`config.mk`:
```
export PLATFORM = sky130hd
export DESIGN_NAME = calendar_fields_to_epoch_seconds
export DESIGN_NICKNAME = d
export VERILOG_FILES = /design/src/hw/rtl/cfe_pkg.sv /design/src/hw/rtl/calendar_fields_to_epoch_seconds.sv /design/src/hw/rtl/cfe_front.sv /design/src/hw/rtl/cfe_back.sv
export SDC_FILE = /design/constraint.sdc
export NUM_CORES = 1
export LEC_CHECK = 0
export CAP_MARGIN = 10
export CORE_ASPECT_RATIO = 1.2
export CORE_MARGIN = 2
export CORE_UTILIZATION = 37
export CTS_CLUSTER_SIZE = 25
export DETAILED_ROUTE_END_ITERATION = 10
export DONT_BUFFER_PORTS = 1
export GPL_TIMING_DRIVEN = 0
export SYNTH_ARGS = -nofsm -noshare
export SYNTH_HDL_FRONTEND = slang
export SYNTH_SLANG_ARGS = --single-unit
```
`constraint.sdc`:
```
create_clock -name clk -period 9.1 [get_ports clk]
set_input_delay 0.455 -clock clk [delete_from_list [all_inputs] [get_ports clk]]
set_output_delay 0.455 -clock clk [all_outputs]
set_load 0.005 [all_outputs]
```
`src/hw/rtl/cfe_pkg.sv`:
```
package cfe_pkg;

    localparam int EPOCH_YEAR         = 1970;
    localparam int WINDOW_PIVOT       = 68;
    localparam int CENTURY_BASE       = 1900;
    localparam int HOURS_PER_DAY      = 24;
    localparam int MIN_PER_HOUR       = 60;
    localparam int SEC_PER_HOUR       = 3600;
    localparam int SEC_PER_DAY        = 86400;
    localparam int DAYS_PER_YEAR      = 365;
    // leap years in 1..1969
    localparam int LEAPS_BEFORE_EPOCH = 477;
    // floor(y / 100) = (y * RECIP100) >> RECIP_SHIFT, exact for y < 2^15
    localparam int RECIP100           = 5243;
    localparam int RECIP_SHIFT        = 19;

    localparam logic signed [17:0] ZONE_LIMIT = 18'sd86400;
    localparam logic [38:0]        RESULT_MAX = 39'd253402387199;

    // register indexes of the configuration port
    localparam logic CFG_UTC_MODE = 1'b0;
    localparam logic CFG_ZONE     = 1'b1;

    typedef enum logic [1:0] {
        FORM_HHMM = 2'd0,
        FORM_MMDD = 2'd1,
        FORM_YY   = 2'd2,
        FORM_CCYY = 2'd3
    } form_t;

    typedef struct packed {
        form_t       form;
        logic [6:0]  month_field;
        logic [6:0]  day_field;
        logic [6:0]  hour_field;
        logic [6:0]  minute_field;
        logic [13:0] year_field;
        logic [5:0]  second_field;
        logic [13:0] current_year;
        logic [3:0]  current_month;
        logic [4:0]  current_day;
    } item_t;

    typedef struct packed {
        logic        utc_mode;
        logic [17:0] zone;
    } cfg_t;

    // front half to back half
    typedef struct packed {
        logic [14:0] year;
        logic        leap;
        logic [12:0] leaps;
        logic [8:0]  doy;
        logic [16:0] tod;
        logic        ok;
    } fb_t;

    function automatic logic [4:0] days_in_month(input logic [3:0] mm);
        logic [4:0] d;
        case (mm)
            4'd1, 4'd3, 4'd5, 4'd7, 4'd8, 4'd10, 4'd12: d = 5'd31;
            4'd4, 4'd6, 4'd9, 4'd11:                     d = 5'd30;
            4'd2:                                         d = 5'd28;
            default:                                      d = 5'd0;
        endcase
        return d;
    endfunction

    function automatic logic [8:0] days_before_month(input logic [3:0] mm);
        logic [8:0] d;
        case (mm)
            4'd2:    d = 9'd31;
            4'd3:    d = 9'd59;
            4'd4:    d = 9'd90;
            4'd5:    d = 9'd120;
            4'd6:    d = 9'd151;
            4'd7:    d = 9'd181;
            4'd8:    d = 9'd212;
            4'd9:    d = 9'd243;
            4'd10:   d = 9'd273;
            4'd11:   d = 9'd304;
            4'd12:   d = 9'd334;
            default: d = 9'd0;
        endcase
        return d;
    endfunction

endpackage

```
`src/hw/rtl/calendar_fields_to_epoch_seconds.sv`:
```
// channel  dir  handshake          payload
// s        in   s_tvalid/s_tready  s_tdata: date fields, s_tuser: form code
// m        out  m_tvalid/m_tready  m_tdata: epoch seconds, m_tuser: bad_date
// cfg      in   cfg_we             cfg_index, cfg_data
//
// One beat per cycle sustained while m accepts; five register stages from accept to m_tvalid.
// Year / 100 by reciprocal multiply, days * 86400 on its own stage.
// Reset clears the stage valid bits and the config registers (local mode,
// zero offset). A stall on m holds every stage that is full; s_tready drops
// only when the whole pipe is full and m is stalled.
module calendar_fields_to_epoch_seconds (
    input  logic        clk,
    input  logic        rst_n,
    input  logic        s_tvalid,
    output logic        s_tready,
    // [6:0] month_field, [13:7] day_field, [20:14] hour_field, [27:21] minute_field,
    // [41:28] year_field, [47:42] second_field, [61:48] current_year,
    // [65:62] current_month, [70:66] current_day, [71] zero
    input  logic [71:0] s_tdata,
    // [1:0] form
    input  logic [1:0]  s_tuser,
    output logic        m_tvalid,
    input  logic        m_tready,
    // [38:0] epoch_seconds, [39] zero
    output logic [39:0] m_tdata,
    // [0] bad_date
    output logic        m_tuser,
    input  logic        cfg_we,
    input  logic        cfg_index,
    input  logic [17:0] cfg_data
);

    logic         utc_mode_reg;
    logic [17:0]  zone_reg, zone_next;
    logic signed [17:0] zone_in;

    cfe_pkg::item_t item;
    cfe_pkg::cfg_t  cfg;
    cfe_pkg::fb_t   fb_data;
    logic           fb_valid;
    logic           fb_ready;
    logic [38:0]    epoch;

    always_comb
    begin
        zone_in = signed'(cfg_data);
        if (zone_in > cfe_pkg::ZONE_LIMIT)
            zone_next = cfe_pkg::ZONE_LIMIT;
        else if (zone_in < -cfe_pkg::ZONE_LIMIT)
            zone_next = -cfe_pkg::ZONE_LIMIT;
        else
            zone_next = cfg_data;
    end

    always_ff @(posedge clk or negedge rst_n)
    begin
        if (!rst_n)
        begin
            utc_mode_reg <= 1'b0;
            zone_reg     <= 18'd0;
        end
        else if (cfg_we)
        begin
            case (cfg_index)
                cfe_pkg::CFG_UTC_MODE: utc_mode_reg <= cfg_data[0];
                cfe_pkg::CFG_ZONE:     zone_reg     <= zone_next;
                default:               ;
            endcase
        end
    end

    assign cfg.utc_mode = utc_mode_reg;
    assign cfg.zone     = zone_reg;

    assign item.form          = cfe_pkg::form_t'(s_tuser);
    assign item.month_field   = s_tdata[6:0];
    assign item.day_field     = s_tdata[13:7];
    assign item.hour_field    = s_tdata[20:14];
    assign item.minute_field  = s_tdata[27:21];
    assign item.year_field    = s_tdata[41:28];
    assign item.second_field  = s_tdata[47:42];
    assign item.current_year  = s_tdata[61:48];
    assign item.current_month = s_tdata[65:62];
    assign item.current_day   = s_tdata[70:66];

    cfe_front u_front (
        .clk       (clk),
        .rst_n     (rst_n),
        .in_valid  (s_tvalid),
        .in_ready  (s_tready),
        .in_data   (item),
        .out_valid (fb_valid),
        .out_ready (fb_ready),
        .out_data  (fb_data)
    );

    cfe_back u_back (
        .clk       (clk),
        .rst_n     (rst_n),
        .in_valid  (fb_valid),
        .in_ready  (fb_ready),
        .in_data   (fb_data),
        .cfg       (cfg),
        .out_valid (m_tvalid),
        .out_ready (m_tready),
        .epoch     (epoch),
        .bad       (m_tuser)
    );

    assign m_tdata = {1'b0, epoch};

endmodule

```
`src/hw/rtl/cfe_front.sv`:
```
module cfe_front (
    input  logic           clk,
    input  logic           rst_n,
    input  logic           in_valid,
    output logic           in_ready,
    input  cfe_pkg::item_t in_data,
    output logic           out_valid,
    input  logic           out_ready,
    output cfe_pkg::fb_t   out_data
);

    // stage A: field selection, range checks, year / 100
    logic        vld_a_reg;
    logic        rdy_a;
    logic [14:0] yy_a_reg, yy_a_next;
    logic [3:0]  mm_a_reg, mm_a_next;
    logic [7:0]  dd_a_reg, dd_a_next;
    logic [4:0]  hh_a_reg, hh_a_next;
    logic [5:0]  mi_a_reg, mi_a_next;
    logic [5:0]  ss_a_reg, ss_a_next;
    logic [8:0]  q100_a_reg, q100_a_next;
    logic        ok_a_reg, ok_a_next;

    // stage B: leap test, day of year, time of day
    logic         vld_b_reg;
    logic         rdy_b;
    cfe_pkg::fb_t fb_b_reg, fb_b_next;

    logic [6:0]  mm7;
    logic [6:0]  dd7;
    logic [6:0]  hh_eff;
    logic [27:0] recip_prod;
    logic [15:0] hund;
    logic        rem_zero;
    logic        leap;
    logic [4:0]  limit;

    assign rdy_b    = !vld_b_reg || out_ready;
    assign rdy_a    = !vld_a_reg || rdy_b;
    assign in_ready = rdy_a;

    always_comb
    begin
        case (in_data.form)
            cfe_pkg::FORM_CCYY:
                yy_a_next = {1'b0, in_data.year_field};
            cfe_pkg::FORM_YY:
                if ({1'b0, in_data.year_field} <= 15'(cfe_pkg::WINDOW_PIVOT))
                    yy_a_next = 15'(cfe_pkg::CENTURY_BASE + 100) + {1'b0, in_data.year_field};
                else
                    yy_a_next = 15'(cfe_pkg::CENTURY_BASE) + {1'b0, in_data.year_field};
            default:
                yy_a_next = {1'b0, in_data.current_year};
        endcase

        if (in_data.form == cfe_pkg::FORM_HHMM)
        begin
            mm7 = {3'b000, in_data.current_month};
            dd7 = {2'b00, in_data.current_day};
        end
        else
        begin
            mm7 = in_data.month_field;
            dd7 = in_data.day_field;
        end

        // hour 24 rolls into the next day
        if (in_data.hour_field == 7'(cfe_pkg::HOURS_PER_DAY))
        begin
            hh_eff    = 7'd0;
            dd_a_next = {1'b0, dd7} + 8'd1;
        end
        else
        begin
            hh_eff    = in_data.hour_field;
            dd_a_next = {1'b0, dd7};
        end

        ok_a_next = (mm7 >= 7'd1) && (mm7 <= 7'd12) && (dd_a_next != 8'd0) &&
                    (hh_eff <= 7'(cfe_pkg::HOURS_PER_DAY - 1)) &&
                    (in_data.minute_field <= 7'(cfe_pkg::MIN_PER_HOUR - 1)) &&
                    (in_data.second_field <= 6'(cfe_pkg::MIN_PER_HOUR - 1));

        mm_a_next = mm7[3:0];
        hh_a_next = hh_eff[4:0];
        mi_a_next = in_data.minute_field[5:0];
        ss_a_next = in_data.second_field;

        recip_prod  = 28'(yy_a_next) * 28'(cfe_pkg::RECIP100);
        q100_a_next = recip_prod[27:cfe_pkg::RECIP_SHIFT];
    end

    always_comb
    begin
        hund     = 16'(q100_a_reg) * 16'd100;
        rem_zero = (hund == {1'b0, yy_a_reg});
        leap     = (yy_a_reg[1:0] == 2'b00) && (!rem_zero || (q100_a_reg[1:0] == 2'b00));
        limit    = cfe_pkg::days_in_month(mm_a_reg) + 5'((mm_a_reg == 4'd2) && leap);

        fb_b_next.year  = yy_a_reg;
        fb_b_next.leap  = leap;
        fb_b_next.leaps = 13'(yy_a_reg >> 2) - 13'(q100_a_reg) + 13'(q100_a_reg >> 2);
        fb_b_next.doy   = cfe_pkg::days_before_month(mm_a_reg) +
                          9'(leap && (mm_a_reg >= 4'd3)) + 9'(dd_a_reg) - 9'd1;
        fb_b_next.tod   = 17'(hh_a_reg) * 17'(cfe_pkg::SEC_PER_HOUR) +
                          17'(mi_a_reg) * 17'(cfe_pkg::MIN_PER_HOUR) + 17'(ss_a_reg);
        fb_b_next.ok    = ok_a_reg && (dd_a_reg <= {3'b000, limit});
    end

    always_ff @(posedge clk or negedge rst_n)
    begin
        if (!rst_n)
        begin
            vld_a_reg <= 1'b0;
            vld_b_reg <= 1'b0;
        end
        else
        begin
            if (rdy_a)
                vld_a_reg <= in_valid;
            if (rdy_b)
                vld_b_reg <= vld_a_reg;
        end
    end

    always_ff @(posedge clk)
    begin
        if (rdy_a && in_valid)
        begin
            yy_a_reg   <= yy_a_next;
            mm_a_reg   <= mm_a_next;
            dd_a_reg   <= dd_a_next;
            hh_a_reg   <= hh_a_next;
            mi_a_reg   <= mi_a_next;
            ss_a_reg   <= ss_a_next;
            q100_a_reg <= q100_a_next;
            ok_a_reg   <= ok_a_next;
        end
        if (rdy_b && vld_a_reg)
            fb_b_reg <= fb_b_next;
    end

    assign out_valid = vld_b_reg;
    assign out_data  = fb_b_reg;

endmodule

```
`src/hw/rtl/cfe_back.sv`:
```
module cfe_back (
    input  logic           clk,
    input  logic           rst_n,
    input  logic           in_valid,
    output logic           in_ready,
    input  cfe_pkg::fb_t   in_data,
    input  cfe_pkg::cfg_t  cfg,
    output logic           out_valid,
    input  logic           out_ready,
    output logic [38:0]    epoch,
    output logic           bad
);

    // stage C: whole days since epoch
    logic        vld_c_reg;
    logic        rdy_c;
    logic [22:0] days_c_reg, days_c_next;
    logic [16:0] tod_c_reg;
    logic        ok_c_reg;

    // stage D: days to seconds
    logic        vld_d_reg;
    logic        rdy_d;
    logic [39:0] prod_d_reg, prod_d_next;
    logic [16:0] tod_d_reg;
    logic        ok_d_reg;

    // stage E: add time of day and zone, clamp
    logic        vld_e_reg;
    logic        rdy_e;
    logic [38:0] epoch_e_reg, epoch_e_next;
    logic        bad_e_reg, bad_e_next;

    logic [14:0] yrs;
    logic [22:0] year_days;
    logic [41:0] zone_ext;
    logic [41:0] sum;

    assign rdy_e    = !vld_e_reg || out_ready;
    assign rdy_d    = !vld_d_reg || rdy_e;
    assign rdy_c    = !vld_c_reg || rdy_d;
    assign in_ready = rdy_c;

    always_comb
    begin
        yrs = in_data.year - 15'(cfe_pkg::EPOCH_YEAR);
        if (in_data.year > 15'(cfe_pkg::EPOCH_YEAR))
            year_days = 23'(yrs) * 23'(cfe_pkg::DAYS_PER_YEAR) + 23'(in_data.leaps) -
                        23'(in_data.leap) - 23'(cfe_pkg::LEAPS_BEFORE_EPOCH);
        else
            year_days = 23'd0;
        days_c_next = year_days + 23'(in_data.doy);
    end

    assign prod_d_next = 40'(days_c_reg) * 40'(cfe_pkg::SEC_PER_DAY);

    always_comb
    begin
        if (cfg.utc_mode)
            zone_ext = 42'd0;
        else
            zone_ext = {{24{cfg.zone[17]}}, cfg.zone};
        sum = {2'b00, prod_d_reg} + {25'd0, tod_d_reg} + zone_ext;

        if (!ok_d_reg)
        begin
            epoch_e_next = 39'd0;
            bad_e_next   = 1'b1;
        end
        else if (!sum[41] && (sum[40:0] > {2'b00, cfe_pkg::RESULT_MAX}))
        begin
            epoch_e_next = cfe_pkg::RESULT_MAX;
            bad_e_next   = 1'b0;
        end
        else
        begin
            epoch_e_next = sum[38:0];
            bad_e_next   = 1'b0;
        end
    end

    always_ff @(posedge clk or negedge rst_n)
    begin
        if (!rst_n)
        begin
            vld_c_reg <= 1'b0;
            vld_d_reg <= 1'b0;
            vld_e_reg <= 1'b0;
        end
        else
        begin
            if (rdy_c)
                vld_c_reg <= in_valid;
            if (rdy_d)
                vld_d_reg <= vld_c_reg;
            if (rdy_e)
                vld_e_reg <= vld_d_reg;
        end
    end

    always_ff @(posedge clk)
    begin
        if (rdy_c && in_valid)
        begin
            days_c_reg <= days_c_next;
            tod_c_reg  <= in_data.tod;
            ok_c_reg   <= in_data.ok;
        end
        if (rdy_d && vld_c_reg)
        begin
            prod_d_reg <= prod_d_next;
            tod_d_reg  <= tod_c_reg;
            ok_d_reg   <= ok_c_reg;
        end
        if (rdy_e && vld_d_reg)
        begin
            epoch_e_reg <= epoch_e_next;
            bad_e_reg   <= bad_e_next;
        end
    end

    assign out_valid = vld_e_reg;
    assign epoch     = epoch_e_reg;
    assign bad       = bad_e_reg;

    a_bad_is_zero: assert property (@(posedge clk) disable iff (!rst_n)
        vld_e_reg && bad_e_reg |-> epoch_e_reg == 39'd0)
        else $error("rejected date with nonzero seconds");

    a_negative_needs_zone: assert property (@(posedge clk) disable iff (!rst_n)
        vld_e_reg && !bad_e_reg && epoch_e_reg[38] |-> !cfg.utc_mode && cfg.zone[17])
        else $error("negative result without a negative zone offset");

    a_stage_d_holds: assert property (@(posedge clk) disable iff (!rst_n)
        vld_d_reg && !rdy_d |=> vld_d_reg && $stable(prod_d_reg) && $stable(ok_d_reg))
        else $error("stage D lost or changed a stalled item");

    a_accept_fills_c: assert property (@(posedge clk) disable iff (!rst_n)
        in_valid && in_ready |=> vld_c_reg)
        else $error("accepted item did not reach stage C");

endmodule
```
Word level (Yosys, flattened, before mapping)
Memory sizes are Yosys's and may differ from the RTL's. A register that Yosys moved wholly into a read port is not among the register bits.
Index checks and enable logic that the tools add are counted.

operators by class
  add/subtract/negate cells = 18
  multiply operators = 6
  magnitude comparators = 12
  equality and inequality tests = 5
  mux-type cells = 14
  bitwise gates (word level) = 2
  reduce and logical (&&, ||, !) cells = 35

operator list
  operator                                               number
  adder 41 x 42 -> 42 bit                                1
  two-way mux 42 bit                                     1
  adder 40 x 17 -> 41 bit                                1
  > comparator 41 x 38 -> 1 bit (second input constant)  1
  two-way mux 38 bit                                     1
  two-way mux 18 bit                                     2
  multiplier 23 x 10 -> 33 bit (second input constant)   1
  adder 11 x 14 -> 15 bit (first input constant)         2
  one-hot mux 15 bit (2 select lines)                    1
  multiplier 15 x 13 -> 28 bit (second input constant)   1
  adder 23 x 13 -> 23 bit                                1
  adder 23 x 9 -> 23 bit                                 1
  multiplier 15 x 9 -> 23 bit (second input constant)    1
  two-way mux 23 bit                                     1
  subtractor 23 x 1 -> 23 bit                            1
  subtractor 23 x 9 -> 23 bit (second input constant)    1
  two-way mux 7 bit                                      3
  > comparator 18 bit (second input constant)            1
  less-than comparator 18 bit (second input constant)    1
  adder 17 x 12 -> 17 bit                                1
  adder 17 x 6 -> 17 bit                                 1
  == test 16 x 15 -> 1 bit                               1
  > comparator 15 x 11 -> 1 bit (second input constant)  1
  logical AND 1 bit                                      15
  33 further kinds                                       50

word-level totals
  register bits = 266
  ROM bits = 224
  input port bits = 98
  output and inout port bits = 43
  word-level logic and storage cells = 124
  memories = 2

memory list
  name              words  bits a word  read ports  clocked after Yosys merged registers in  write ports  RTL line       text
  (name not given)  16     9            1           1                                        0            cfe_pkg.sv:72  case (mm)
  (name not given)  16     5            1           1                                        0            cfe_pkg.sv:61  case (mm)

Depth between registers and ports, before layout
  word-level depth = 9
  depth in mapped cells = 32
  mapped depth without buffers = 32

Cells and area by module
Synthesis repeated with hierarchy kept, for this count alone.

second synthesis, totals
  cells, all modules = 2972
  area, all modules = 29842.4 um2

by module, submodules not included
  module                            instances  cells each  area an instance (um2)  seq. area each (um2)
  cfe_back                          1          1651        16130.5                 4038.9
  cfe_front                         1          1213        12648.4                 3593.4
  calendar_fields_to_epoch_seconds  1          108         1063.5                  475.5

Worst setup path after synthesis
OpenSTA, ideal clock, no wires.

  path type = in2reg
  from = input s_tdata[31]
  to = register u_front.q100_a_reg[8], data pin
  library setup time = 0.266 ns
  arrival = 6.946 ns
  data required time = 8.834 ns
  path slack = 1.888 ns
  cell stages on the path = 32
  path buffers = 0
  path through = inv_1 > ha_1 > nor3b_1 > o21ai_0 > a21oi_1 > o21a_1 > o22ai_1 > nand2_1 > nand3b_1 > xor2_1 > a21oi_1 > inv_1 > fa_1 > inv_1 > ha_1 > inv_1 > fa_1 > inv_1 > fa_1 > inv_1 > fa_1 > inv_1 > ha_1 > nand4_1 > nor2_1 > a211oi_1 > o21ai_0 > o211ai_1 > a21boi_0 > o21a_1 > o41ai_1 > xnor2_1

on the way
  word-level cells in the longest chain between the ends = 4
  elaborated cells between the ends (all ways) = 6
  classes of those cells = add/sub: 2; mul: 1; order compare: 1; mux: 2

ends and longest elaborated chain
  item                                             RTL line                                text
  start: declaration                               calendar_fields_to_epoch_seconds.sv:19  input logic [71:0] s_tdata,
  adder 11 x 14 -> 15 bit (tied with other cells)  cfe_front.sv:51                         yy_a_next = 15'(cfe_pkg::CENTURY_BASE) + {1'b0, in_data.year_field};
  two-way mux 15 bit *                             cfe_front.sv:48                         if ({1'b0, in_data.year_field} <= 15'(cfe_pkg::WINDOW_PIVOT))
  one-hot mux 15 bit (2 select lines) *            cfe_front.sv:44                         case (in_data.form)
  via u_front.yy_a_next[12]                        cfe_front.sv:15                         logic [14:0] yy_a_reg, yy_a_next;
  multiplier 15 x 13 -> 28 bit *                   cfe_front.sv:89                         recip_prod = 28'(yy_a_next) * 28'(cfe_pkg::RECIP100);
  via u_front.recip_prod[27]                       cfe_front.sv:32                         logic [27:0] recip_prod;
  end signal: assignment                           cfe_front.sv:136                        q100_a_reg <= q100_a_next;
  end: declaration                                 cfe_front.sv:21                         logic [8:0] q100_a_reg, q100_a_next;

The timed path passes the listed nets; every way through them passes the cells marked *.
A chain may end at the register's enable or synchronous reset.

Final worst setup path
Ends and elaborated chain as after synthesis.

==> summary.md <==
| Metric | Value |
|---|---|
| DR WL/cell | approximately 14 um |
| Die H | roughly 310 um |
| Commonest non-fill, non-tap cell in the layout | inv_1 |
| M2 GR Usage | 0.272 |
| DRC Markers | 0 |
| Met3 Usage GRT | 0.0138 |
| Final ANT Viol Nets | 0 |
| Area Growth Syn to Fin | 9.26% |
| First-pass GRT wire length | roughly 94 mm |
| Final Wtd Congestion | 0.837 |
| Placed cell count | 3968 |
| Worst Tran Pin Value | between 1 and 1.5 ns |
| Max-Cap Viols | 0 |
| Setup Buffers After CTS | 0 |
| Slew Viols, Final | 0 |
| Min setup slack post-route | 0.997 ns |
| Clock sinks | around 280 |
| Register-to-Register Path Depth | 26 |
| Antenna violations before repair | 0 |
| Largest area contributor in the netlist | edfxtp_1 |
| Top-area cell type share of the netlist area | 0.247 |
| Post-CTS sizing | 0 |
| Slowest cell delay on critical path | 0.76 ns |
| Max clock buf depth | 3 |
| RSZ-0062 raised after global routing | false |
| Global Route met1 Usage | 0.154 |
| Pin count of the biggest net entering global routing | 63 |
| Core Rows | ~110 |
| Top Usage Layer GRT | met2 |
| Worst hold path cell count | 2 |
| Crit path capture type | flip-flop |
| Worst-Skew Late Latency | 0.60 ns |
| H-tree levels | 1 |
| Synth area leaders | edfxtp_1 25%, ha_1 22%, fa_1 15% |
| Clock skew | around 0.012 ns |
| CP Launch Type | input pin |
| Starting Density | 0.373 |
| Vias in the first global route | approximately 20000 |
| Yosys reg bits | around 280 |
| DP Wirelength | ~47 mm |
| Hold WC Path Type | input pin to flip-flop |
| Die X | 261 um |
| Initial DRC count | 797 |
| Mapped Cells | 2928 |
| Seq/Total Area, Yosys | 0.276 |
| Die ar. | around 80000 um^2 |
| Final Critical Period | just over 8 ns |
| Number of I/O pins | ~140 |
| Fin cells | slightly above 4000 |
| Synth unique cells | 87 |
| CTS tree | built |
| GR Util All Layers | 0.138 |
| Slew headroom | 0.263 |
| CP max FO | 10 |
| Mapped Area | ~30000 um^2 |
| DR pass1 iterations | 5 |
| WP data arrival | between 8 and 9 ns |
| Async set or reset register ratio after synthesis | 0.0863 |
| Final Net Count | approximately 3800 |
| Net count after synthesis | ~3800 |
| Yosys warns | 0 |
| Setup TNS | 0 ns |
| Synth Flop Type | edfxtp_1 |
| CTS buffer count | 31 |
| DR vias | between 15000 and 20000 |
| Via/cell ratio | roughly 4.8 |
| CTS root buffer | clkbuf_16 |
| Most frequent cells in the layout | 606 x inv_1, 507 x ha_1, 242 x edfxtp_1 |
| Part of the cycle the worst path needs | 0.890 |
| Final Hold Fails | 0 |
| Port Buffers | 0 |
| Most used cell, CP | inv_1 |
| Place WS | between 0.2 and 0.3 ns |
| Slowest-stage cell, CP | a21oi_1 |
| Highest Clock Rate | 123 MHz |
| Total grt overflow | 0 |
| Avg Inst Size Synth | 10.0 um^2 |
| Status | completed |
| Antenna cells | 0 |
| Setup Viol. Count Final | 0 |
| WL final | approximately 55 mm |
| Area of the core | just under 80000 um^2 |
| Clock transition at path regs | about 0.060 ns |
| Hold_buf cts | 25 |
| Layout cells sized above 1 | 0.0404 |
| EDFF count, synth | about 240 |
| Setup CP Type | input pin to flip-flop |
| Max reg flops | 56 |
| Worst Path Required | ~9.5 ns |
[worst max-delay path, delay by kind of cell]
kind / cells / cell delay (ns)
adder cells (fa/ha/maj): 7 / 2.88
AO/OA/AOI/OAI: 11 / 3.71
buffers and inverters: 7 / 0.56
AND/OR/NAND/NOR: 5 / 0.55
XOR/XNOR: 2 / 0.28
[synth_stat cells, drive strengths merged, types with 29 or more instances]
| cell type | number |
|---|---|
| edfxtp | 242 |
| a21oi | 148 |
| xnor2 | 123 |
| nand2 | 138 |
| nor2 | 113 |
| fa | 222 |
| clkbuf | 38 |
| xor2 | 67 |
| o21ai | 103 |
| ha | 507 |
| a21o | 70 |
| nor3 | 35 |
| inv | 606 |
| nand3 | 47 |
| nand4 | 29 |
| nor2b | 42 |
[logic make-up after synthesis]
group | after synthesis | synth area share
compound gates | 524 | 0.116
xor+xnor | 190 | 0.0566
fa+ha+maj | 729 | 0.367
buf+inv | 656 | 0.0849
flops | 278 | 0.276
mux | 19 | 0.00668
other cells | 1 | 0.000127
simple gates | 531 | 0.0934
[path summary, 6_finish.rpt]
kind | start | end | slack (ns)
worst min-delay path | cfg_data[9] | zone_reg[9]$_DFFE_PN0P_ | 0.05
min in group asynchronous | rst_n | zone_reg[2]$_DFFE_PN0P_ | 0.19
max in group asynchronous | rst_n | zone_reg[11]$_DFFE_PN0P_ | 8.49
worst max-delay path | s_tdata[31] | u_front.q100_a_reg[8]$_DFFE_PP_ | 1.0
worst max register to register | u_front.out_data[42]$_DFFE_PP_ | u_back.days_c_reg[21]$_DFFE_PP_ | 1.29
worst min register to register | u_back.tod_c_reg[5]$_DFFE_PP_ | u_back.tod_d_reg[5]$_DFFE_PP_ | 0.42
[layer usage]
layer	part of all wire	wire length (um)	vias to the layer above
li1	-	-	10041
met1	0.41	22800	9122
met2	0.54	29900	201
met3	0.021	1160	84
met4	0.027	1470	0
met5	0	0	-
[per-stage QoR]
stage | hold WS (ns) | utilization | area, um^2
final | 0.0451 | 0.407 | 32100
after global routing | 0.0212 | 0.407 | 32100
after CTS | 0.0148 | 0.407 | 32100
after detailed placement | 0.160 | 0.390 | 30800
after global placement | 0.160 | 0.389 | 30700
after floorplan | 0.159 | - | 29400
[cell type report]
| cell class | instances | area [um^2] |
|---|---|---|
| Timing Repair Buffer | 31 | 362 |
| Buffer | 50 | 225 |
| Sequential cell | 278 | 8110 |
| Clock inverter | 21 | 224 |
| Inverter | 606 | 2270 |
| Clock buffer | 37 | 828 |
| Multi-Input combinational cell | 1994 | 18800 |
| Tap cell | 1035 | 1290 |
| Fill cell | 7736 | 46800 |
Power is left out: the tool's default activity adds up to more than one toggle a clock period on the data nets, which glitch-free logic cannot reach.
